File: src/rtl/sdcfc_pkg.sv
`timescale 1ns / 1ps
// shared types and constants for the sensor duty cycle frame checker
// no dependencies; used by sdcfc_core and sensor_duty_cycle_frame_checker

package sdcfc_pkg;

    // power phase of the sensor
    typedef enum logic [1:0] {
        PH_OFF     = 2'd0,
        PH_WARMUP  = 2'd1,
        PH_MEASURE = 2'd2
    } t_phase;

    // frame status codes
    typedef enum logic [1:0] {
        ST_NONE     = 2'd0,
        ST_GOOD     = 2'd1,
        ST_CKS_BAD  = 2'd2,
        ST_HDR_BAD  = 2'd3
    } t_status;

    // item kind codes
    localparam logic FUNC_TICK = 1'b0;
    localparam logic FUNC_BYTE = 1'b1;

    // configuration register indexes
    localparam logic [1:0] REG_OFF_TIME    = 2'd0;
    localparam logic [1:0] REG_WARMUP_TIME = 2'd1;
    localparam logic [1:0] REG_ON_TIME     = 2'd2;

    // configuration reset values
    localparam logic [15:0] OFF_TIME_RST    = 16'd10000;
    localparam logic [15:0] WARMUP_TIME_RST = 16'd30000;
    localparam logic [15:0] ON_TIME_RST     = 16'd50000;

    // frame layout
    localparam logic [7:0] HDR0       = 8'h42;
    localparam logic [7:0] HDR1       = 8'h4D;
    localparam logic [4:0] POS_HDR0   = 5'd0;
    localparam logic [4:0] POS_HDR1   = 5'd1;
    localparam logic [4:0] POS_PM_HI  = 5'd12;
    localparam logic [4:0] POS_PM_LO  = 5'd13;
    localparam logic [4:0] POS_CKS_HI = 5'd30;
    localparam logic [4:0] POS_CKS_LO = 5'd31;
    localparam logic [15:0] TIMER_MAX = 16'hFFFF;

    // input transaction payload
    typedef struct packed {
        logic       func;
        logic [7:0] rx_byte;
    } t_in_item;

    // result transaction payload
    typedef struct packed {
        logic        power_enable;
        logic [1:0]  phase;
        logic [1:0]  frame_status;
        logic [15:0] pm25;
    } t_out_item;

    // configuration register set
    typedef struct packed {
        logic [15:0] off_time_ms;
        logic [15:0] warmup_time_ms;
        logic [15:0] on_time_ms;
    } t_cfg;

endpackage

File: src/rtl/sdcfc_core.sv
`timescale 1ns / 1ps
// phase timer and frame checker state with its single-pass update logic
// depends on sdcfc_pkg

module sdcfc_core (
    input  logic                 i_clk,
    input  logic                 i_rst_n,
    input  logic                 i_step,
    input  sdcfc_pkg::t_in_item  i_item,
    input  sdcfc_pkg::t_cfg      i_cfg,
    output sdcfc_pkg::t_out_item o_result
);

    sdcfc_pkg::t_phase r_phase, n_phase;
    logic [15:0] r_elapsed, n_elapsed;
    logic [4:0]  r_pos, n_pos;
    logic [15:0] r_sum, n_sum;
    logic        r_hdr_good, n_hdr_good;
    logic [15:0] r_reading, n_reading;
    logic [7:0]  r_cks_hi, n_cks_hi;

    logic [15:0]          w_elapsed_inc;
    logic [15:0]          w_recv;
    sdcfc_pkg::t_status   w_status;
    logic [15:0]          w_pm;

    // saturating timer increment and received checksum
    assign w_elapsed_inc = (r_elapsed != sdcfc_pkg::TIMER_MAX) ? r_elapsed + 16'd1 : r_elapsed;
    assign w_recv        = {r_cks_hi, i_item.rx_byte};

    // next state for one transaction
    always_comb begin
        n_phase    = r_phase;
        n_elapsed  = r_elapsed;
        n_pos      = r_pos;
        n_sum      = r_sum;
        n_hdr_good = r_hdr_good;
        n_reading  = r_reading;
        n_cks_hi   = r_cks_hi;
        w_status   = sdcfc_pkg::ST_NONE;
        w_pm       = 16'd0;
        if (i_item.func == sdcfc_pkg::FUNC_TICK) begin
            n_elapsed = w_elapsed_inc;
            case (r_phase)
                sdcfc_pkg::PH_OFF: begin
                    // power-on restarts framing
                    if (w_elapsed_inc >= i_cfg.off_time_ms) begin
                        n_phase    = sdcfc_pkg::PH_WARMUP;
                        n_elapsed  = 16'd0;
                        n_pos      = 5'd0;
                        n_sum      = 16'd0;
                        n_hdr_good = 1'b0;
                        n_reading  = 16'd0;
                        n_cks_hi   = 8'd0;
                    end
                end
                sdcfc_pkg::PH_WARMUP: begin
                    if (w_elapsed_inc >= i_cfg.warmup_time_ms) begin
                        n_phase = sdcfc_pkg::PH_MEASURE;
                    end
                end
                default: begin
                    if (w_elapsed_inc >= i_cfg.on_time_ms) begin
                        n_phase   = sdcfc_pkg::PH_OFF;
                        n_elapsed = 16'd0;
                    end
                end
            endcase
        end else if (r_phase == sdcfc_pkg::PH_MEASURE) begin
            // header tracking
            if (r_pos == sdcfc_pkg::POS_HDR0) begin
                n_hdr_good = (i_item.rx_byte == sdcfc_pkg::HDR0);
            end else if (r_pos == sdcfc_pkg::POS_HDR1) begin
                n_hdr_good = r_hdr_good && (i_item.rx_byte == sdcfc_pkg::HDR1);
            end
            // running sum over every byte ahead of the checksum
            if (r_pos < sdcfc_pkg::POS_CKS_HI) begin
                n_sum = r_sum + {8'd0, i_item.rx_byte};
            end
            // field capture and end of frame
            if (r_pos == sdcfc_pkg::POS_PM_HI) begin
                n_reading = {i_item.rx_byte, 8'd0};
            end else if (r_pos == sdcfc_pkg::POS_PM_LO) begin
                n_reading = {r_reading[15:8], i_item.rx_byte};
            end else if (r_pos == sdcfc_pkg::POS_CKS_HI) begin
                n_cks_hi = i_item.rx_byte;
            end else if (r_pos == sdcfc_pkg::POS_CKS_LO) begin
                if (!r_hdr_good) begin
                    w_status = sdcfc_pkg::ST_HDR_BAD;
                end else if (w_recv != r_sum) begin
                    w_status = sdcfc_pkg::ST_CKS_BAD;
                end else begin
                    w_status = sdcfc_pkg::ST_GOOD;
                    w_pm     = r_reading;
                end
                n_sum = 16'd0;
            end
            n_pos = r_pos + 5'd1;
        end
    end

    // result fields reflect the phase after the transaction
    always_comb begin
        o_result.power_enable = (n_phase != sdcfc_pkg::PH_OFF);
        o_result.phase        = n_phase;
        o_result.frame_status = w_status;
        o_result.pm25         = w_pm;
    end

    // state registers
    always_ff @(posedge i_clk) begin
        if (!i_rst_n) begin
            r_phase    <= sdcfc_pkg::PH_OFF;
            r_elapsed  <= 16'd0;
            r_pos      <= 5'd0;
            r_sum      <= 16'd0;
            r_hdr_good <= 1'b0;
            r_reading  <= 16'd0;
            r_cks_hi   <= 8'd0;
        end else if (i_step) begin
            r_phase    <= n_phase;
            r_elapsed  <= n_elapsed;
            r_pos      <= n_pos;
            r_sum      <= n_sum;
            r_hdr_good <= n_hdr_good;
            r_reading  <= n_reading;
            r_cks_hi   <= n_cks_hi;
        end
    end

endmodule

File: config.mk
export PLATFORM = sky130hd
export DESIGN_NAME = sdcfc_core
export DESIGN_NICKNAME = d
export VERILOG_FILES = /design/src/rtl/sdcfc_pkg.sv /design/src/rtl/sdcfc_core.sv
export SDC_FILE = /design/constraint.sdc
export NUM_CORES = 1
export LEC_CHECK = 0
export BUFFER_PORTS_ARGS = -buffer_cell sky130_fd_sc_hd__buf_2
export CAP_MARGIN = 30
export CORE_MARGIN = 2
export CORE_UTILIZATION = 30
export DETAILED_ROUTE_END_ITERATION = 10
export MAX_ROUTING_LAYER = met4
export SYNTH_ARGS = -nofsm -noshare
export SYNTH_HDL_FRONTEND = slang
export SYNTH_SLANG_ARGS = --single-unit
File: constraint.sdc
create_clock -name i_clk -period 5.8 [get_ports i_clk]
set_input_delay 1.16 -clock i_clk [delete_from_list [all_inputs] [get_ports i_clk]]
set_output_delay 1.16 -clock i_clk [all_outputs]
set_load 0.02 [all_outputs]
==> run metrics, run 1 <==
Reg power frac 0.393; Placeable Area around 16000 sq um; CP peak stage delay approximately 670 ps; Starting Density 0.3083; CP Data Required Time 4640 ps; CP max stage cell nor4_2; cts hold-fix bufs 0; cell taking the most area after synthesis dfxtp_1; Die Y approximately 130 um; Rows 46; Crit Path Max Fanout 8; Nets 822; Filler Cell Count 1719; H-tree Lvls 3; Post-CTS Setup Repair Bufs 0; outcome finished, final reports clean; Routed WL per cell roughly 14 um; cells along the critical path nand4_1 > nor4_2 > nor2_1 > and3_1 > xor2_1 > ha_1 > a21oi_1 > o21ai_0 > a221oi_1 > o31ai_1 > buf_4 > and2_1 > nor2b_1 > nor2_1 > buf_2; Die Wd roughly 130 um; post-layout minimum cycle time roughly 5500 ps; P_int 852.5 uW; Antenna Violating Nets Remaining 0; drt pass-1 iters 5; Synth Area per Inst 7.864 sq um; HP Class flip-flop to flip-flop; CP Capture Type output pin; Total Routing Usage GR 0.1568; gpl congestion 0.8340; Final Cycle Share 0.9459; top cells by count, synth dfxtp_1 (64), ha_1 (62), inv_1 (55), nand2_1 (55), nor2_1 (49); Final Power approximately 1100 uW; combined area of the multi-input logic cells approximately 3300 sq um; Vias about 4700; Least-Margin Pin Slew between 800 and 900 ps; first-pass GRT wire length approximately 22000 um; Clk network pwr share 0.490; max_cap viols 0; Logic pwr share 0.117; remaining global-route overflow 0; share of post-route cells with drive strength above 1 0.1662; synth warn 0; initial antenna violation count 1; CTS clk-pin slew, worst paths roughly 60 ps; fin. max-slew vios 0; GR met3 Demand/Resource 0.02345; maximum vdd ir drop around 0.00015 V; Clock Sinks between 60 and 70; Synth Flop Type dfxtp_1; Post-Synthesis Net Count 748; P_sw just under 300 uW; Synth async-reset ratio 0; #FFs+latches synth 64; Distinct cells, synth 62; clock latency on the worst-skew pair roughly 330 ps; Remaining DRCs 0; Critical Path Source Type flip-flop; CP top delay family simple AND/OR/NAND/NOR gates; gr busiest metal met2; Pwr Density roughly 200 nW/um^2; switch share 0.2552; Synth area leaders dfxtp_1 (26%), ha_1 (16%), a21oi_1 (4.6%); CTS Buf Count 9; Most Frequent Cell on Critical Path nor2_1; M2 GR Usage 0.2405; clock tree buffer depth 2; Slew headroom 0.4572; most frequent cell after synthesis dfxtp_1; PortBufs 80; Setup-failing EPs final 0; vias in the first global route approximately 4400; die area ~17000 sq um; Cells after Synth around 630; Hold WS between 400 and 500 ps; PostCTS Resize Cnt 0; Final WS setup between 300 and 400 ps; CP arrival around 4300 ps; Buf/Inv on CP 2; Place WS between 600 and 700 ps; Synth-to-Final Area Change 18.76%; largest net degree at the start of global routing 33; Routed WL around 13000 um; Hold Fails Final Rpt 0; sequential area share after synthesis 0.2607; 1st-iter DRT viols roughly 360; EDFF count, synth 0; RSZ-0062 raised after global routing no; Max Fclk 182.3 MHz; Syn Std Cell Area ~4900 sq um; CP Class flip-flop to output pin; Leak Pwr 0.002631 uW; post-DR vias/cell ~5; setup TNS 0 ps; DP HPWL ~10000 um; grt met1 use 0.2166; clk_skew around 8.4 ps; CTS tree built; Synth top area share 0.2607; register area between 1000 and 1500 sq um; IO Pins between 80 and 90; clock root buffer master clkbuf_16
path summary, 6_finish.rpt:
kind	cells past startpoint	from	end	slack, ps
worst max-delay path	15	r_elapsed[3]$_SDFFE_PN0P_	o_result[19]	310
worst min-delay path	2	r_reading[6]$_SDFFE_PN0P_	r_reading[6]$_SDFFE_PN0P_	450
worst max register to register	14	r_elapsed[3]$_SDFFE_PN0P_	r_elapsed[7]$_SDFFE_PN0P_	1350
worst min register to register	2	r_reading[6]$_SDFFE_PN0P_	r_reading[6]$_SDFFE_PN0P_	450
per-layer routing:
layer	vias up	share of wire	routed length, um
met2	117	0.45	5960
met5	-	0	0
met3	11	0.052	682
met1	2149	0.48	6364
met4	0	0.011	145
li1	2414	-	-
worst reg2reg max path, cell delays in order (launching register included):
cell,delay (ps)
dfxtp_1,420
nand4_1,260
nor4_2,670
nor2_1,210
and3_1,270
xor2_1,250
ha_1,300
a21oi_1,150
nor3_1,50
or4_1,470
o31a_1,300
buf_4,220
a211oi_4,500
nand3_1,150
a21oi_1,150
logic make-up after synthesis:
family	share of synthesized area
xor+xnor	0.04811
compound gates	0.2223
buf+inv	0.06008
simple gates	0.2383
fa+ha+maj	0.1619
flops	0.2607
mux	0.008656
final cells by class:
| class | count | share of cell area |
|---|---|---|
| clock inverter | 5 | 0.009432 |
| inverter | 55 | 0.03537 |
| clock buffer | 11 | 0.04330 |
| multi-input combinational | 485 | 0.5719 |
| tap | 216 | 0.04630 |
| sequential | 64 | 0.2195 |
| antenna | 1 | 0.0004287 |
| timing repair buffer | 84 | 0.07374 |
metrics by stage:
stage	utilization	cells	area, sq um
floorplan	-	625	4915
global placement	0.3466	904	5527
detailed placement	0.3466	904	5527
CTS	0.3660	920	5834
global route	0.3661	921	5837
finish	0.3661	921	5837
flip-flops by register name (all words and copies together), names as in the netlist:
name	cells
r_cks_hi	8
r_elapsed	16
r_hdr_good	1
r_phase	2
r_pos	5
r_reading	16
r_sum	16
power groups by stage:
stage	Combinational (uW)	Sequential, uW	Clock [uW]
after floorplan	84.9	458	0
final	134	450	561
after CTS	134	449	567
after global routing	153	450	587
after global placement	133	459	0
after detailed placement	133	459	0
cell usage in the layout (no fill, tap or decap), drive strengths merged, types with 10 or more instances in the layout:
cell and count:
ha 62, nand2 55, o21ai 26, and2 21, a211oi 11, xor2 10
a22oi 16, nand4 24, a21oi 46, nor2 49, nand3 30, o211ai 11
nor3 12, inv 55, dfxtp 64, xnor2 17, buf 84, clkbuf 11
Note: power is estimated with default switching activity, not from simulation.
==> inputs of run 2 (changes only) <==
- clock period: 5.8 -> 5.5 ns (I/O delays scaled with it)
==> run 2 against run 1 <==
  * Via count down 1.4%
  * Utilization rose by 0.18 points
  * Largest power group unchanged
  * Flip-flop and latch count unchanged
  * Final cell count rose by 0.43%
  * Count of clock-buffer cells in the layout decreased by 2
  * Critical path type unchanged
  * Highest routed layer unchanged
  * Non-clock buffer count rose by 4
  * Power rose by 3.9%
  * Critical endpoint unchanged
  * Sequential power is 5.3% higher
  * Clock power is 2% higher
  * Clock skew down 2.2 ps
  * Sequential share of layout area decreased by 0.11 points
  * Cell area up 0.49%
==> run metrics, run 2 (synthesized netlist as in run 1, its figures left out) <==
design area around 5900 sq um; first-pass GRT wire length 21890 um; setup TNS 0 ps; register-to-register setup slack 1080 ps; CTS Buf Count 9; CP arrival 4030 ps; Hold Fails Final Rpt 0; Final Power approximately 1200 uW; HP Class flip-flop to flip-flop; share of post-route cells with drive strength above 1 0.1709; cts hold-fix bufs 0; clock tree buffer depth 2; initial antenna violation count 0; reg2reg end r_elapsed[11]$_SDFFE_PN0P_; Placed Area 5534 sq um; outcome finished, final reports clean; remaining global-route overflow 0; vias in the first global route around 4300; commonest non-fill, non-tap cells in the layout buf_2 (80), dfxtp_1 (64), ha_1 (62); largest net degree at the start of global routing 33; Top Registers r_elapsed (16), r_reading (16), r_sum (16); Final WS setup about 370 ps; post-layout minimum cycle time 5133 ps; CP Class flip-flop to output pin; clk_skew 6.257 ps; hold path start r_reading[14]$_SDFFE_PN0P_; H-tree Lvls 3; max_cap viols 0; CTS tree built; WHS Endpoint r_reading[14]$_SDFFE_PN0P_; PortBufs 80; Critical Path Source Type flip-flop; Vias between 4000 and 5000; CP Capture Type output pin; Reg power frac 0.398; worst r2r src r_elapsed[3]$_SDFFE_PN0P_; Die Y about 130 um; Total Routing Usage GR 0.1552; Logic pwr share 0.119; Clock Sinks 64; Place WS around 550 ps; post-DR vias/cell 5.002; CP Data Required Time 4400 ps; Remaining DRCs 0; clock latency on the worst-skew pair about 340 ps; switch share 0.2640; Antenna Violating Nets Remaining 0; RSZ-0062 raised after global routing no; most common cell after layout, fill and taps aside buf_2; CTS clk-pin slew, worst paths ~60 ps; maximum vdd ir drop about 0.00015 V; Starting Density 0.3083; Die Wd 132.0 um; Leak Pwr approximately 0.0027 uW; P_sw 314.0 uW; Max Fclk approximately 200 MHz; Placeable Area around 16000 sq um; Hold Path Stages 2; Slew headroom 0.5510; Least-Margin Pin Slew ~660 ps; die area ~17000 sq um; Rows 46; P_int 875.4 uW; Synth-to-Final Area Change 19.35%; Cells after DPL around 910; Filler Cell Count between 1500 and 2000; Nets slightly above 800; DP HPWL approximately 9900 um; Pwr Density ~200 nW/um^2; Routed WL roughly 13000 um; Crit Path Max Fanout 6; reg2reg path depth 15; clock root buffer master clkbuf_16; fin. max-slew vios 0; Routed WL per cell approximately 14 um; Clk network pwr share 0.483; IO Pins between 80 and 90; gpl congestion 0.8626; Setup-failing EPs final 0; 1st-iter DRT viols between 300 and 400; final non-filler cell total just over 900; drt pass-1 iters 5; Final Cycle Share 0.9333
==> run 2: changes by cell type in the layout (fill, tap and decap cells not counted), sizes merged <==
cell / before / now
clkbuf: 11 / 9
clkinv: 2 / 4
buf: 84 / 88
==> run 2: repair_timing <==
| item | CTS | global route |
|---|---|---|
| setup endpoints to repair | 0 | 3 |
| buffers inserted | 0 | 3 |
| endpoints found under the hold margin | 0 | 0 |
| resized for setup | 0 | 1 |
==> run 2: how the worst max path moves through the flow <==
stage               depth (start not counted)           end                 startpoint
global placement                           14  o_result[20]  r_elapsed[3]$_SDFFE_PN0P_
CTS                                        14  o_result[20]  r_elapsed[3]$_SDFFE_PN0P_
detailed placement                         14  o_result[20]  r_elapsed[3]$_SDFFE_PN0P_
floorplan                                  13  o_result[19]  r_elapsed[3]$_SDFFE_PN0P_
global route                               15  o_result[19]  r_elapsed[3]$_SDFFE_PN0P_
finish                                     15  o_result[19]  r_elapsed[0]$_SDFFE_PN0P_
==> run 2: area by class of cell <==
| cell class | count | area (sq um) | area share |
|---|---|---|---|
| Multi-Input combinational cell | 485 | 3347 | 0.5706 |
| Inverter | 55 | 206.4 | 0.03520 |
| Antenna cell | 1 | 2.502 | 0.0004266 |
| Sequential cell | 64 | 1281 | 0.2184 |
| Timing Repair Buffer | 88 | 460.4 | 0.07850 |
| Clock inverter | 7 | 72.57 | 0.01237 |
| Clock buffer | 9 | 225.2 | 0.03840 |
| Tap cell | 216 | 270.3 | 0.04608 |
==> run 2: worst max-delay path, stage by stage (launching register included) <==
cell     delay, ps
dfxtp_1        420
ha_1           240
nand4_1        160
nor4_4         330
buf_4          160
buf_4          120
mux2_2         380
ha_1           290
nand2_1         40
o21ai_0        190
a21oi_1        140
o31ai_1        520
and2_1         220
nor2b_1        230
nor2_1          80
buf_2          160
==> run 2: per-layer routing <==
layer | GRT usage | vias up | wire (um)
li1 | - | 2421 | -
met1 | 0.2136 | 2101 | 6671
met2 | 0.2358 | 86 | 5812
met3 | 0.01961 | 19 | 431
met5 | - | - | 0
met4 | 0.04952 | 0 | 206
==> run 2: stage by stage <==
stage	hold WS [ps]	util
finish	446.3	0.3679
detailed placement	445.6	0.3471
global placement	445.7	0.3471
CTS	451.7	0.3658
global route	466.6	0.3678
floorplan	427.3	-
==> run 2: power by group through the flow <==
stage | clock [uW] | combinational, uW | sequential, uW
after floorplan | 0 | 89.5 | 483
after global placement | 0 | 140 | 484
after detailed placement | 0 | 141 | 484
after CTS | 583 | 141 | 474
after global routing | 606 | 161 | 475
final | 574 | 141 | 474
==> inputs of run 3 (changes only) <==
- CORE_MARGIN: 2 -> unset
- CTS_BUF_LIST: unset -> sky130_fd_sc_hd__clkbuf_4
==> run 3 against run 2 <==
  * Hold slack improved by 17 ps
  * Critical path depth decreased by 1
  * First-iteration DRC count decreased by 2.2%
  * Maximum frequency decreased by 1.3%
  * Clock power decreased by 29%
  * Utilization decreased by 0.81 points
  * Sequential power about the same
  * Non-clock buffer count decreased by 2
  * Flip-flop and latch count unchanged
  * Power decreased by 14%
  * Worst setup slack got worse by 70 ps
==> run metrics, run 3 (synthesized netlist as in run 1, its figures left out) <==
initial antenna violation count 0; Critical Path Source Type flip-flop; gpl congestion around 0.81; antenna diode count 0; post-layout minimum cycle time between 5000 and 6000 ps; max_cap viols 0; CP peak stage delay 460 ps; Remaining DRCs 0; Place WS between 600 and 700 ps; post-DR vias/cell between 5 and 6; P_int roughly 750 uW; largest net degree at the start of global routing 33; reg2reg path depth 15; clock tree buffer depth 2; Slew headroom 0.5719; Routed WL 12950 um; P_sw 268.1 uW; Rows 46; CTS clk-pin slew, worst paths roughly 120 ps; commonest non-fill, non-tap cells in the layout buf_2 (80), dfxtp_1 (64), ha_1 (62); Vias roughly 4700; Setup-failing EPs final 0; Most Frequent Cell on Critical Path nand4_1; remaining global-route overflow 0; CP Capture Type output pin; CP Class flip-flop to output pin; H-tree Lvls 3; reg2reg end r_sum[12]$_SDFFE_PN0P_; Final Cycle Share 0.9460; Antenna Violating Nets Remaining 0; CTS tree built; maximum vdd ir drop 0.00008159 V; worst r2r src r_elapsed[3]$_SDFFE_PN0P_; Clk network pwr share 0.397; most common cell after layout, fill and taps aside buf_2; Reg power frac 0.465; clock latency on the worst-skew pair 430 ps; Least-Margin Pin Slew around 640 ps; Die Wd roughly 130 um; CTS Buf Count 9; CP arrival around 4100 ps; clk_skew roughly 16 ps; Total Routing Usage GR 0.1628; drt pass-1 iters 5; Nets around 820; Synth-to-Final Area Change 16.73%; IO Pins 81; Levels on crit path 14; PortBufs 80; CP max stage cell or3_1; die area between 15000 and 20000 sq um; cts hold-fix bufs 0; Hold Fails Final Rpt 0; DP HPWL about 9800 um; Starting Density 0.3083; Buf/Inv on CP 1; outcome finished, final reports clean; cells along the critical path nand4_1 > or2_2 > nor3_2 > and3_1 > nand3_1 > o21a_1 > ha_1 > nand4_1 > or3_1 > nor4_1 > o31a_1 > nand2b_1 > a21oi_1 > buf_2; Max Fclk a little under 200 MHz; register-to-register setup slack 1190 ps; CP top delay family simple AND/OR/NAND/NOR gates; Top Registers r_elapsed (16), r_reading (16), r_sum (16); fin. max-slew vios 0; Leak Pwr roughly 0.0026 uW; Crit Path Max Fanout 7; Pwr Density 177.6 nW/um^2; switch share 0.2632; HP Class flip-flop to flip-flop; Hold WS around 460 ps; Logic pwr share 0.138; 1st-iter DRT viols approximately 310; clock root buffer master clkbuf_4; Routed WL per cell between 10 and 15 um; share of post-route cells with drive strength above 1 0.1688; CP Data Required Time ~4400 ps; first-pass GRT wire length 21130 um; Final WS setup around 300 ps; vias in the first global route 4355; Die Y 130.0 um; crit path from r_elapsed[3]$_SDFFE_PN0P_; Placeable Area roughly 16000 sq um; Clock Sinks 64; crit path capture o_result[20]
[run 3: area by class of cell]
type	count	area, sq um
inverter	55	206.4
multi-input combinational	485	3357
clock inverter	6	108.9
fill	1696	10210
timing repair buffer	86	445.4
sequential	64	1281
clock buffer	9	67.56
tap	216	270.3
[run 3: per-layer routing]
layer | vias to the layer above | track usage | part of all wire
li1 | 2411 | - | -
met1 | 2123 | 0.2212 | 0.51
met2 | 113 | 0.2488 | 0.44
met3 | 16 | 0.01927 | 0.043
met4 | 0 | 0.05540 | 0.013
met5 | - | - | 0
[run 3: worst min-delay path: stages, from the launching register on]
cell and delay, ps:
dfxtp_1 330, nand2_1 50, a21oi_1 50
[run 3: worst min-delay path by stage]
stage | cells past startpoint | endpoint | slack (ps) | startpoint
floorplan | 2 | r_reading[14]$_SDFFE_PN0P_ | 430 | r_reading[14]$_SDFFE_PN0P_
global placement | 2 | r_reading[6]$_SDFFE_PN0P_ | 450 | r_reading[6]$_SDFFE_PN0P_
detailed placement | 2 | r_reading[14]$_SDFFE_PN0P_ | 450 | r_reading[14]$_SDFFE_PN0P_
CTS | 2 | r_reading[6]$_SDFFE_PN0P_ | 470 | r_reading[6]$_SDFFE_PN0P_
global route | 2 | r_cks_hi[7]$_SDFFE_PN0P_ | 490 | r_cks_hi[7]$_SDFFE_PN0P_
finish | 2 | r_reading[6]$_SDFFE_PN0P_ | 460 | r_reading[6]$_SDFFE_PN0P_
[run 3: through the flow]
step           cells  power, uW  utilization  setup TNS [ps]  area [sq um]
2_1_floorplan    625      572.4            -               0          4915
3_5_place_dp     905      624.4       0.3471               0          5534
4_1_cts          920       1030       0.3582               0          5710
6_report         921       1019       0.3598               0          5737
5_1_grt          921       1069       0.3598          -38.18          5737
3_3_place_gp     905      623.9       0.3471               0          5534
[run 3: timing repair]
item,in CTS,in global routing
resized for setup,0,3
endpoints found under the setup margin,0,3
buffers inserted,0,1
[run 3: power groups by stage]
stage / sequential [uW] / clock [uW] / combinational [uW]
6_report: 473 / 405 / 141
5_1_grt: 475 / 434 / 160
4_1_cts: 473 / 415 / 141
3_5_place_dp: 484 / 0 / 140
3_3_place_gp: 484 / 0 / 140
2_1_floorplan: 483 / 0 / 89.5
